### config.mk
export PLATFORM = sky130hd
export DESIGN_NAME = reliable_transport_conn_engine_core
export DESIGN_NICKNAME = d
export VERILOG_FILES = /design/src/rtce_pkg.sv /design/src/rtce_step.sv /design/src/rtce_out_q.sv /design/src/reliable_transport_conn_engine_core.sv
export SDC_FILE = /design/constraint.sdc
export NUM_CORES = 1
export LEC_CHECK = 0
export BUFFER_PORTS_ARGS = -buffer_cell sky130_fd_sc_hd__buf_2
export CORE_UTILIZATION = 45
export DETAILED_ROUTE_END_ITERATION = 7
export SYNTH_ARGS = -nofsm -noshare
export SYNTH_HDL_FRONTEND = slang
export SYNTH_SLANG_ARGS = --single-unit
export TNS_END_PERCENT = 5
### constraint.sdc
create_clock -name clk -period 20.4 [get_ports clk]
set_input_delay 1.02 -clock clk [delete_from_list [all_inputs] [get_ports clk]]
set_output_delay 1.02 -clock clk [all_outputs]
set_load 0.05 [all_outputs]
### src/rtce_pkg.sv
`timescale 1ns / 1ps

package rtce_pkg;

  typedef enum logic [3:0] {
    ST_ESTABLISHED = 4'd0,
    ST_CLOSED      = 4'd1,
    ST_CLOSE_WAIT  = 4'd2,
    ST_CLOSING     = 4'd3,
    ST_FIN_WAIT_1  = 4'd7,
    ST_FIN_WAIT_2  = 4'd8,
    ST_LAST_ACK    = 4'd9
  } rtce_state_t;

  localparam logic [1:0] CFG_WINDOW_SIZE     = 2'd0;
  localparam logic [1:0] CFG_LOCAL_START_SEQ = 2'd1;
  localparam logic [1:0] CFG_PEER_START_SEQ  = 2'd2;

  localparam logic [15:0] RST_WINDOW_SIZE     = 16'd3072;
  localparam logic [31:0] RST_LOCAL_START_SEQ = 32'd2;
  localparam logic [31:0] RST_PEER_START_SEQ  = 32'd2;

  typedef struct packed {
    logic       seg_present;
    logic       seg_ack_flag;
    logic       seg_fin_flag;
    logic [31:0] seg_ack_num;
    logic [9:0] seg_payload_len;
    logic       app_data_ready;
    logic [9:0] app_bytes_avail;
    logic       close_request;
  } rtce_in_t;

  typedef struct packed {
    logic       send_valid;
    logic [31:0] out_seq;
    logic [31:0] out_ack;
    logic       out_fin;
    logic [9:0] out_payload_len;
    logic [9:0] deliver_len;
    logic       fin_notify;
    logic [3:0] conn_state;
    logic       conn_done;
    logic       last;
  } rtce_out_t;

  typedef struct packed {
    rtce_state_t state;
    logic [31:0] snd_next;
    logic [31:0] snd_acked;
    logic [31:0] rcv_next;
    logic [15:0] credit;
    logic        finished;
  } rtce_conn_t;

  typedef struct packed {
    logic      two;
    rtce_out_t r0;
    rtce_out_t r1;
  } rtce_res_t;

endpackage

### src/rtce_step.sv
`timescale 1ns / 1ps

module rtce_step import rtce_pkg::*; #(
  parameter int MAX_SEG_BYTES = 536
) (
  input  rtce_conn_t cur,
  input  rtce_in_t   item,
  output rtce_conn_t nxt,
  output rtce_res_t  res
);

  localparam logic [15:0] MaxSeg = 16'(MAX_SEG_BYTES);

  logic        drop;
  logic        tx_due;
  logic        notify;
  logic [9:0]  deliver;
  logic [15:0] cap;
  logic [9:0]  take;
  logic        close_ok;
  logic [31:0] fin_seq;
  rtce_out_t   data_res;
  rtce_out_t   fin_res;
  rtce_out_t   stat_res;

  always_comb begin
    nxt      = cur;
    drop     = 1'b0;
    tx_due   = 1'b0;
    notify   = 1'b0;
    deliver  = '0;
    take     = '0;
    cap      = '0;
    close_ok = 1'b0;
    fin_seq  = cur.snd_next;

    if (cur.finished) begin
      drop = 1'b1;
    end else if (item.seg_present) begin
      if (!item.seg_ack_flag) begin
        drop = 1'b1;
      end else begin
        nxt.credit    = cur.credit + 16'(item.seg_ack_num - cur.snd_acked);
        nxt.snd_acked = item.seg_ack_num;
        if (cur.state == ST_LAST_ACK && item.seg_ack_num == cur.snd_next) begin
          nxt.finished = 1'b1;
          nxt.state    = ST_CLOSED;
          drop         = 1'b1;
        end else begin
          deliver      = item.seg_payload_len;
          nxt.rcv_next = cur.rcv_next + {22'd0, item.seg_payload_len}
                         + {31'd0, item.seg_fin_flag};
          if (item.seg_payload_len != 10'd0) begin
            tx_due = 1'b1;
          end
          if (item.seg_fin_flag) begin
            notify = 1'b1;
            tx_due = 1'b1;
            case (cur.state)
              ST_ESTABLISHED: nxt.state = ST_CLOSE_WAIT;
              ST_FIN_WAIT_1: begin
                if (cur.snd_next == item.seg_ack_num) begin
                  nxt.state    = ST_CLOSED;
                  nxt.finished = 1'b1;
                end else begin
                  nxt.state = ST_CLOSING;
                end
              end
              ST_FIN_WAIT_2: begin
                nxt.state    = ST_CLOSED;
                nxt.finished = 1'b1;
              end
              default: nxt.state = cur.state;
            endcase
          end else if (cur.snd_next == item.seg_ack_num) begin
            case (cur.state)
              ST_FIN_WAIT_1: nxt.state = ST_FIN_WAIT_2;
              ST_CLOSING: begin
                nxt.state    = ST_CLOSED;
                nxt.finished = 1'b1;
              end
              default: nxt.state = cur.state;
            endcase
          end
        end
      end
    end

    if (!drop) begin
      if (nxt.credit != 16'd0 && item.app_data_ready) begin
        cap    = (nxt.credit > MaxSeg) ? MaxSeg : nxt.credit;
        take   = (cap > {6'd0, item.app_bytes_avail}) ? item.app_bytes_avail : cap[9:0];
        tx_due = 1'b1;
      end
      if (tx_due) begin
        fin_seq    = cur.snd_next + {22'd0, take};
        nxt.credit = nxt.credit - {6'd0, take};
      end
      close_ok = item.close_request &&
                 (nxt.state == ST_ESTABLISHED || nxt.state == ST_CLOSE_WAIT);
      nxt.snd_next = fin_seq + {31'd0, close_ok};
      if (close_ok) begin
        nxt.state  = (nxt.state == ST_CLOSE_WAIT) ? ST_LAST_ACK : ST_FIN_WAIT_1;
        nxt.credit = nxt.credit - 16'd1;
      end
    end
  end

  always_comb begin
    stat_res             = '0;
    stat_res.deliver_len = deliver;
    stat_res.fin_notify  = notify;
    stat_res.conn_state  = 4'(nxt.state);
    stat_res.conn_done   = nxt.finished;
    stat_res.last        = 1'b1;

    data_res                 = stat_res;
    data_res.send_valid      = 1'b1;
    data_res.out_seq         = cur.snd_next;
    data_res.out_ack         = nxt.rcv_next;
    data_res.out_payload_len = take;
    data_res.last            = !close_ok;

    fin_res            = stat_res;
    fin_res.send_valid = 1'b1;
    fin_res.out_seq    = fin_seq;
    fin_res.out_ack    = nxt.rcv_next;
    fin_res.out_fin    = 1'b1;

    res.two = tx_due && close_ok;
    res.r1  = fin_res;
    if (tx_due) begin
      res.r0 = data_res;
    end else if (close_ok) begin
      res.r0 = fin_res;
    end else begin
      res.r0 = stat_res;
    end
  end

endmodule

### src/rtce_out_q.sv
`timescale 1ns / 1ps

module rtce_out_q import rtce_pkg::*; (
  input  logic      clk,
  input  logic      rst_n,
  input  logic      push,
  input  rtce_res_t push_res,
  output logic      can_push,
  output logic      out_valid,
  input  logic      out_ready,
  output rtce_out_t out_data
);

  logic [1:0] count_r;
  logic [1:0] count_nxt;
  rtce_out_t  slot0_r;
  rtce_out_t  slot1_r;
  logic       pop;

  assign pop       = out_valid && out_ready;
  assign out_valid = (count_r != 2'd0);
  assign out_data  = slot0_r;
  assign can_push  = (count_r == 2'd0) || (count_r == 2'd1 && out_ready);

  always_comb begin
    count_nxt = count_r;
    if (push) begin
      count_nxt = push_res.two ? 2'd2 : 2'd1;
    end else if (pop) begin
      count_nxt = count_r - 2'd1;
    end
  end

  always_ff @(posedge clk) begin
    if (!rst_n) begin
      count_r <= 2'd0;
    end else begin
      count_r <= count_nxt;
    end
  end

  always_ff @(posedge clk) begin
    if (push) begin
      slot0_r <= push_res.r0;
      slot1_r <= push_res.r1;
    end else if (pop) begin
      slot0_r <= slot1_r;
    end
  end

endmodule

### src/reliable_transport_conn_engine_core.sv
`timescale 1ns / 1ps
// Channel   Ports                           Carries
// in        in_valid / in_ready / in_data   one event item (rtce_in_t)
// out       out_valid / out_ready / out_data one result (rtce_out_t)
// cfg       cfg_wr_en / cfg_addr / cfg_wdata start window and sequence numbers
//
// An item is registered in the input register, then the connection update
// runs combinationally into a two-entry result buffer.
// One item per cycle when each item gives one result and out_ready stays high;
// an item that sends both a data segment and a FIN gives two results, data first.
// Synchronous reset loads the start values; a config write reseeds the window or a start sequence number.
// Stalls on out_ready back up through the buffer into in_ready.

module reliable_transport_conn_engine_core import rtce_pkg::*; #(
  parameter int MAX_SEG_BYTES = 536
) (
  input  logic        clk,
  input  logic        rst_n,
  input  logic        in_valid,
  output logic        in_ready,
  input  rtce_in_t    in_data,
  output logic        out_valid,
  input  logic        out_ready,
  output rtce_out_t   out_data,
  input  logic        cfg_wr_en,
  input  logic [1:0]  cfg_addr,
  input  logic [31:0] cfg_wdata
);

  logic       in_valid_r;
  rtce_in_t   in_item_r;
  rtce_conn_t conn_r;
  rtce_conn_t conn_nxt;
  rtce_conn_t step_conn;
  rtce_res_t  step_res;
  logic       can_push;
  logic       step_fire;

  assign step_fire = in_valid_r && can_push;
  assign in_ready  = !in_valid_r || step_fire;

  always_ff @(posedge clk) begin
    if (!rst_n) begin
      in_valid_r <= 1'b0;
    end else if (in_ready) begin
      in_valid_r <= in_valid;
    end
  end

  always_ff @(posedge clk) begin
    if (in_ready && in_valid) begin
      in_item_r <= in_data;
    end
  end

  rtce_step #(
    .MAX_SEG_BYTES(MAX_SEG_BYTES)
  ) u_step (
    .cur  (conn_r),
    .item (in_item_r),
    .nxt  (step_conn),
    .res  (step_res)
  );

  always_comb begin
    conn_nxt = conn_r;
    if (cfg_wr_en) begin
      case (cfg_addr)
        CFG_WINDOW_SIZE: conn_nxt.credit = cfg_wdata[15:0];
        CFG_LOCAL_START_SEQ: begin
          conn_nxt.snd_next  = cfg_wdata;
          conn_nxt.snd_acked = cfg_wdata;
        end
        CFG_PEER_START_SEQ: conn_nxt.rcv_next = cfg_wdata;
        default: conn_nxt = conn_r;
      endcase
    end else if (step_fire) begin
      conn_nxt = step_conn;
    end
  end

  always_ff @(posedge clk) begin
    if (!rst_n) begin
      conn_r.state     <= ST_ESTABLISHED;
      conn_r.snd_next  <= RST_LOCAL_START_SEQ;
      conn_r.snd_acked <= RST_LOCAL_START_SEQ;
      conn_r.rcv_next  <= RST_PEER_START_SEQ;
      conn_r.credit    <= RST_WINDOW_SIZE;
      conn_r.finished  <= 1'b0;
    end else begin
      conn_r <= conn_nxt;
    end
  end

  rtce_out_q u_out_q (
    .clk       (clk),
    .rst_n     (rst_n),
    .push      (step_fire),
    .push_res  (step_res),
    .can_push  (can_push),
    .out_valid (out_valid),
    .out_ready (out_ready),
    .out_data  (out_data)
  );

endmodule

# Word level (Yosys, flattened, before mapping)
# Index checks and enable logic that the tools add are counted.
[word_totals]
rom_bits = 0
ram_bits = 0
memories = 0
regBits = 334
latch_bits = 0
[op_classes]
n_shift = 0
mul = 0
div = 0
n_addsub = 9
reduce_logical = 29
magnitude_cmp = 2
n_eq_ne = 15
bitwise_logic = 1
mux = 69
[ops]
columns = ["operator", "n"]
rows = [
  ["93-bit 2-to-1 mux", 4],
  ["81-bit 2-to-1 mux", 3],
  ["113-bit 2-to-1 mux", 2],
  ["32-bit 2-to-1 mux", 5],
  ["16-bit 2-to-1 mux", 6],
  ["10-bit 2-to-1 mux", 8],
  ["32-bit by 1-bit adder with 32-bit output", 2],
  ["32-bit by 10-bit adder with 32-bit output", 2],
  ["32-bit == test", 2],
  ["64-bit 2-to-1 mux", 1],
  ["36-bit 2-to-1 mux", 1],
  ["4-bit 2-to-1 mux", 8],
  ["1-bit 2-to-1 mux", 24],
  ["16-bit adder", 1],
  ["16-bit by 10-bit > comparator with 1-bit output", 1],
  ["16-bit by 10-bit > comparator with 1-bit output, second input constant", 1],
  ["16-bit nonzero test", 1],
  ["16-bit by 1-bit subtractor with 16-bit output, second input constant", 1],
  ["16-bit by 10-bit subtractor with 16-bit output", 1],
  ["16-bit subtractor", 1],
  ["4-bit case mux with 3 select lines", 1],
  ["10-bit nonzero test", 1],
  ["2-bit nonzero test", 5],
  ["4-bit by 2-bit == test with 1-bit output, second input constant", 2],
  ["other kinds (19)", 41],
]

# Depth between registers and ports, before layout
[logic_depth]
word_depth = 22
ltp_mapped = 43

# Hierarchy
# Synthesis repeated with hierarchy kept, for this count alone.
[hier_totals]
cells_unflattened = 2561
area_unflattened_um2 = 23834.1
[modules_own_cells]
columns = ["module", "seq_area_each_um2", "instances", "cells_each", "area_each_um2"]
rows = [
  ["rtce_step", 0.0, 1, 1482, 9256.4],
  ["reliable_transport_conn_engine_core", 4073.9, 1, 770, 7732.4],
  ["rtce_out_q", 5625.4, 1, 309, 6845.3],
]

# Worst setup path after synthesis
# Ideal clock, no wire load.
[synth_timing]
path_kind = "register to register"
start = "reg conn_r[1] (netlist name)"
end = "reg conn_r[96] (netlist name)"
arrival_ps = 8212
path_slack_ps = 12073
setup_time_ps = 115
required_ps = 20285
path_stages_with_launch = 40
cell_sequence = "dfxtp_1 -> inv_1 -> ha_1 -> inv_1 -> ha_1 -> inv_1 -> fa_1 -> nand2b_1 -> a211o_1 -> a21oi_1 -> mux2i_1 -> o311a_1 -> nand2_1 -> o31ai_1 -> nand4_1 -> nor2_1 -> ha_1 -> nor2b_1 -> [... 4 more ...] -> o21ai_0 -> o21ai_1 -> clkbuf_1 -> mux2_2 -> nand2_1 -> inv_1 -> fa_1 -> a211oi_1 -> o21bai_1 -> a311oi_1 -> clkbuf_1 -> a31oi_1 -> mux2i_1 -> o221a_2 -> buf_6 -> mux2_1 -> a2111o_1 -> and3_1"
[synth_via]
elab_chain_len = 17
[synth_rtl]
columns = ["element", "line_no", "rtl"]
rows = [
  ["start, declared", "reliable_transport_conn_engine_core.sv:32", "rtce_conn_t conn_r;"],
  ["start signal, assigned", "reliable_transport_conn_engine_core.sv:91", "conn_r <= conn_nxt;"],
  ["16-bit adder", "rtce_step.sv:43", "nxt.credit = cur.credit + 16'(item.seg_ack_num - cur.snd_acked);"],
  ["81-bit 2-to-1 mux", "rtce_step.sv:40", "if (!item.seg_ack_flag) begin"],
  ["81-bit 2-to-1 mux", "rtce_step.sv:39", "end else if (item.seg_present) begin"],
  ["81-bit 2-to-1 mux (*)", "rtce_step.sv:37", "if (cur.finished) begin"],
  ["16-bit by 10-bit > comparator with 1-bit output", "rtce_step.sv:91", "cap = (nxt.credit > MaxSeg) ? MaxSeg : nxt.credit;"],
  ["16-bit 2-to-1 mux", "rtce_step.sv:91", ""],
  ["16-bit by 10-bit > comparator with 1-bit output", "rtce_step.sv:92", "take = (cap > {6'd0, item.app_bytes_avail}) ? item.app_bytes_avail : cap[9:0];"],
  ["10-bit 2-to-1 mux", "rtce_step.sv:92", ""],
  ["10-bit 2-to-1 mux", "rtce_step.sv:90", "if (nxt.credit != 16'd0 && item.app_data_ready) begin"],
  ["10-bit 2-to-1 mux", "rtce_step.sv:89", "if (!drop) begin"],
  ["32-bit by 10-bit adder with 32-bit output", "rtce_step.sv:96", "fin_seq = cur.snd_next + {22'd0, take};"],
  ["32-bit 2-to-1 mux (*)", "rtce_step.sv:95", "if (tx_due) begin"],
  ["32-bit 2-to-1 mux (*)", "rtce_step.sv:89", ""],
  ["32-bit by 1-bit adder with 32-bit output (*)", "rtce_step.sv:101", "nxt.snd_next = fin_seq + {31'd0, close_ok};"],
  ["36-bit 2-to-1 mux (*)", "rtce_step.sv:89", ""],
  ["113-bit 2-to-1 mux (*)", "reliable_transport_conn_engine_core.sv:77", "end else if (step_fire) begin"],
  ["113-bit 2-to-1 mux (*)", "reliable_transport_conn_engine_core.sv:67", "if (cfg_wr_en) begin"],
]
# Mark *: on every way between the ends. The rest lies on a longest branch, timed or not. The select of a mux whose other input is x is not followed.
# A chain may end at the register's enable or synchronous reset.

# Worst setup path in the final report
[layout_timing]
start = "reg in_item_r[27] (netlist name)"
end = "reg conn_r[109] (netlist name)"
[layout_via]
elab_chain_len = 18
[layout_rtl]
columns = ["element", "line_no", "rtl"]
rows = [
  ["start, declared", "reliable_transport_conn_engine_core.sv:31", "rtce_in_t in_item_r;"],
  ["start signal, assigned", "reliable_transport_conn_engine_core.sv:52", "in_item_r <= in_data;"],
  ["16-bit subtractor", "rtce_step.sv:43", ""],
  ["16-bit adder", "rtce_step.sv:43", ""],
  ["81-bit 2-to-1 mux", "rtce_step.sv:40", ""],
  ["81-bit 2-to-1 mux", "rtce_step.sv:39", ""],
  ["81-bit 2-to-1 mux", "rtce_step.sv:37", ""],
  ["16-bit by 10-bit > comparator with 1-bit output", "rtce_step.sv:91", ""],
  ["16-bit 2-to-1 mux", "rtce_step.sv:91", ""],
  ["16-bit by 10-bit > comparator with 1-bit output", "rtce_step.sv:92", ""],
  ["[... 2 more ...]", "--", ""],
  ["10-bit 2-to-1 mux", "rtce_step.sv:89", ""],
  ["32-bit by 10-bit adder with 32-bit output", "rtce_step.sv:96", ""],
  ["32-bit 2-to-1 mux", "rtce_step.sv:95", ""],
  ["32-bit 2-to-1 mux", "rtce_step.sv:89", ""],
  ["32-bit by 1-bit adder with 32-bit output", "rtce_step.sv:101", ""],
  ["36-bit 2-to-1 mux", "rtce_step.sv:89", ""],
  ["113-bit 2-to-1 mux", "reliable_transport_conn_engine_core.sv:77", ""],
  ["113-bit 2-to-1 mux", "reliable_transport_conn_engine_core.sv:67", ""],
]
# Several ways; a longest one is shown, not always the timed one. The select of a mux whose other input is x is not followed.

==> impl_metrics.yaml <==
yosys:
  seq_area_frac_synth_pct: 43.9
  ys_types: 96
  ys.flop_type: "edfxtp_1"
  syn_nets: 2393
  yosysWarnings: 0
  synthArstFlopShare_pct: 0
  postSynthAreaPerCell_um2: 9.24
  syn_inst: 2218
  synth_seq_cells: 334
  synth_area_um2: 20500
  synth_edf_count: 230
outcome:
  status: "complete, no violations"
final_layout:
  final_nets: 2509
  utilization_pct: 52.0
  final_cells: 2957
  antenna_cells: 0
  syn_to_final_growth_pct: 13.2
  drive_gt1_share_pct: 14.7
worst_setup_path:
  cp-end-kind: "flip-flop"
  worstPathArrival_ps: 10050
  max_stage_delay_ps: 540
  path_class: "reg2reg"
  crit_fanout: 13
  reg2reg_slack_ps: 10830
  crit_path_start_kind: "flip-flop"
  worstPathRequired_ps: 20880
  critPathSlowestCell: "edfxtp_1"
worst_hold_path:
  hp-class: "reg2reg"
detailed_routing:
  drt.antenna.violating_nets: 0
  drtPass1Iterations: 6
  wl_um: 64900
  via_per_inst: 5.88
  drc: 0
  wl_per_cell_um: 21.9
  drt_iter0_drc: 1507
  via_count: 17400
cts:
  clk_pin_slew_ps: 60
  clkLatencyLatePin_ps: 590
  ctsHoldBuffers: 0
  htreeDepth: 2
  cts_tree: "yes"
  cts_max_path_buffers: 3
  cts_buffers: 39
  ctsResizeCount: 0
  cts_sinks: 334
  clockRootBuffer: "clkbuf_16"
  post-cts-setup-buffers: 0
sta:
  worstMarginPinSlew_ps: 1300
  tns_ps: 0
  hold_viol: 0
  fin_crit_ps: 9570
  drv_slew: 0
  skew_ps: 34.9
  fin_ws_ps: 10830
  grt_setup_unrepaired: "no"
  max_freq_mhz: 105
  post-route-period-util_pct: 46.9
  final-setup-viol-count: 0
  slew_headroom_pct: 13.0
global_routing:
  grt_pass1_vias: 16700
  grt_pass1_wl_um: 98500
  antenna_found_initial: 1
  overflow: 0
  grtUsageTotal_pct: 27.6
  grt_start_max_net_pins: 96
place:
  dp_hpwl_um: 46800
  place_ws_ps: 10920
  place_inst: 2885
  port-buffer-count: 190
  gp_congestion: 0.910
die:
  die_w_um: 215
  ioPinCount: 191
  start_util_pct: 46.0
  coreArea_um2: 44600
  die_h_um: 215
  rows: 77
  dieArea_um2: 46400
power:
  p_leak_nw: 9.24
  total_power_mw: 2.41
  peakVddDrop_v: 0.0000637
  power_density_nw_per_um2: 104
flow_run:
  maxCapViolations: 0
-- sequential cells by signal (all words and copies together) (netlist names) --
name	cells
in_valid_r	1
u_out_q.slot1_r	80
in_item_r	57
u_out_q.count_r	2
conn_r	101
u_out_q.out_data	93
-- cells in the mapped netlist, drive strengths merged (9+ instances only) --
| master | instances | share of area, % |
|---|---|---|
| a211o | 9 | 0.38 |
| a211oi | 17 | 0.65 |
| a21boi | 9 | 0.33 |
| a21o | 15 | 0.55 |
| a21oi | 105 | 2.6 |
| a22o | 23 | 0.98 |
| a22oi | 9 | 0.35 |
| a31oi | 49 | 1.6 |
| and2 | 31 | 0.97 |
| and3 | 38 | 1.2 |
| buf | 44 | 1.1 |
| clkbuf | 96 | 1.8 |
| dfxtp | 104 | 10 |
| edfxtp | 230 | 34 |
| fa | 19 | 1.9 |
| ha | 60 | 3.7 |
| inv | 124 | 2.3 |
| mux2 | 29 | 1.6 |
| mux2i | 28 | 1.4 |
| nand2 | 318 | 5.8 |
| nand2b | 18 | 0.55 |
| nand3 | 63 | 1.5 |
| nand4 | 20 | 0.64 |
| nor2 | 149 | 2.8 |
| nor2b | 17 | 0.52 |
| nor3 | 32 | 0.81 |
| nor3b | 10 | 0.39 |
| nor4 | 22 | 0.74 |
| o211a | 9 | 0.44 |
| o211ai | 31 | 1.2 |
| o21a | 22 | 0.81 |
| o21ai | 169 | 4.1 |
| o31ai | 25 | 0.98 |
| o41ai | 20 | 0.85 |
| or3 | 9 | 0.27 |
| or4 | 9 | 0.37 |
| xnor2 | 63 | 2.7 |
| xor2 | 77 | 3.3 |
-- placed cells by master (no fill, tap or decap), types with 77 or more instances in the layout --
master / count
inv_1: 122
dfxtp_1: 104
o21ai_0: 164
nand2_1: 318
buf_2: 190
nor2_1: 146
a21oi_1: 103
xor2_1: 77
edfxtp_1: 230
-- kinds of logic after synthesis --
kind of cell	Yosys count	synth area share, %
compound gates	574	18.5
xor+xnor	140	5.98
mux	57	2.96
fa+ha+maj	79	5.52
buf+inv	264	5.18
simple gates	770	18.0
flops	334	43.9
-- cell type report --
| cell class | count | area, um2 |
|---|---|---|
| clock inverter | 19 | 264 |
| inverter | 124 | 468 |
| timing repair buffer | 215 | 1150 |
| tap | 592 | 741 |
| multi-input combinational | 1620 | 10500 |
| sequential | 334 | 8990 |
| clock buffer | 53 | 1100 |
| fill | 4192 | 21400 |
-- critical path, delay by kind of cell (launching register included) --
family                     cells  cell delay, ps
DFF                            1             540
buffers and inverters          4             540
and+or+nand+nor               10            1980
AOI/OAI and AO/OA             15            3750
muxes                          3            1190
adders and majority gates      4            1490
-- metrics by stage --
step           cell area (um2)  hold WS, ps
2_1_floorplan            20500          491
3_3_place_gp             21800          507
3_5_place_dp             21800          511
4_1_cts                  23200          528
5_1_grt                  23200          553
6_report                 23200          522
-- where the power goes --
part / switching (mW) / internal [mW] / total [mW]
combinational: 0.536 / 0.236 / 0.772
clock: 0.299 / 0.446 / 0.745
sequential: 0.0573 / 0.834 / 0.892
total: 0.893 / 1.52 / 2.41
-- final timing paths --
kind,startpoint,endpoint,cells past startpoint
worst max-delay path,in_item_r[27],conn_r[109],36
worst min-delay path,u_out_q.slot1_r[86],u_out_q.out_data[86],2
worst max register to register,in_item_r[27],conn_r[109],36
worst min register to register,u_out_q.slot1_r[86],u_out_q.out_data[86],2
-- routing by layer --
| metal | part of all wire, % | vias up | track usage [%] | routed length, um |
|---|---|---|---|---|
| met5 | 0 | - | 0 | 0 |
| met4 | 3.7 | 0 | 11.0 | 2370 |
| met3 | 6.1 | 117 | 3.96 | 3940 |
| met2 | 46 | 619 | 44.6 | 30000 |
| met1 | 44 | 8385 | 37.4 | 28600 |
| li1 | - | 8266 | - | - |
No activity file was read; power rests on OpenSTA's default activity.
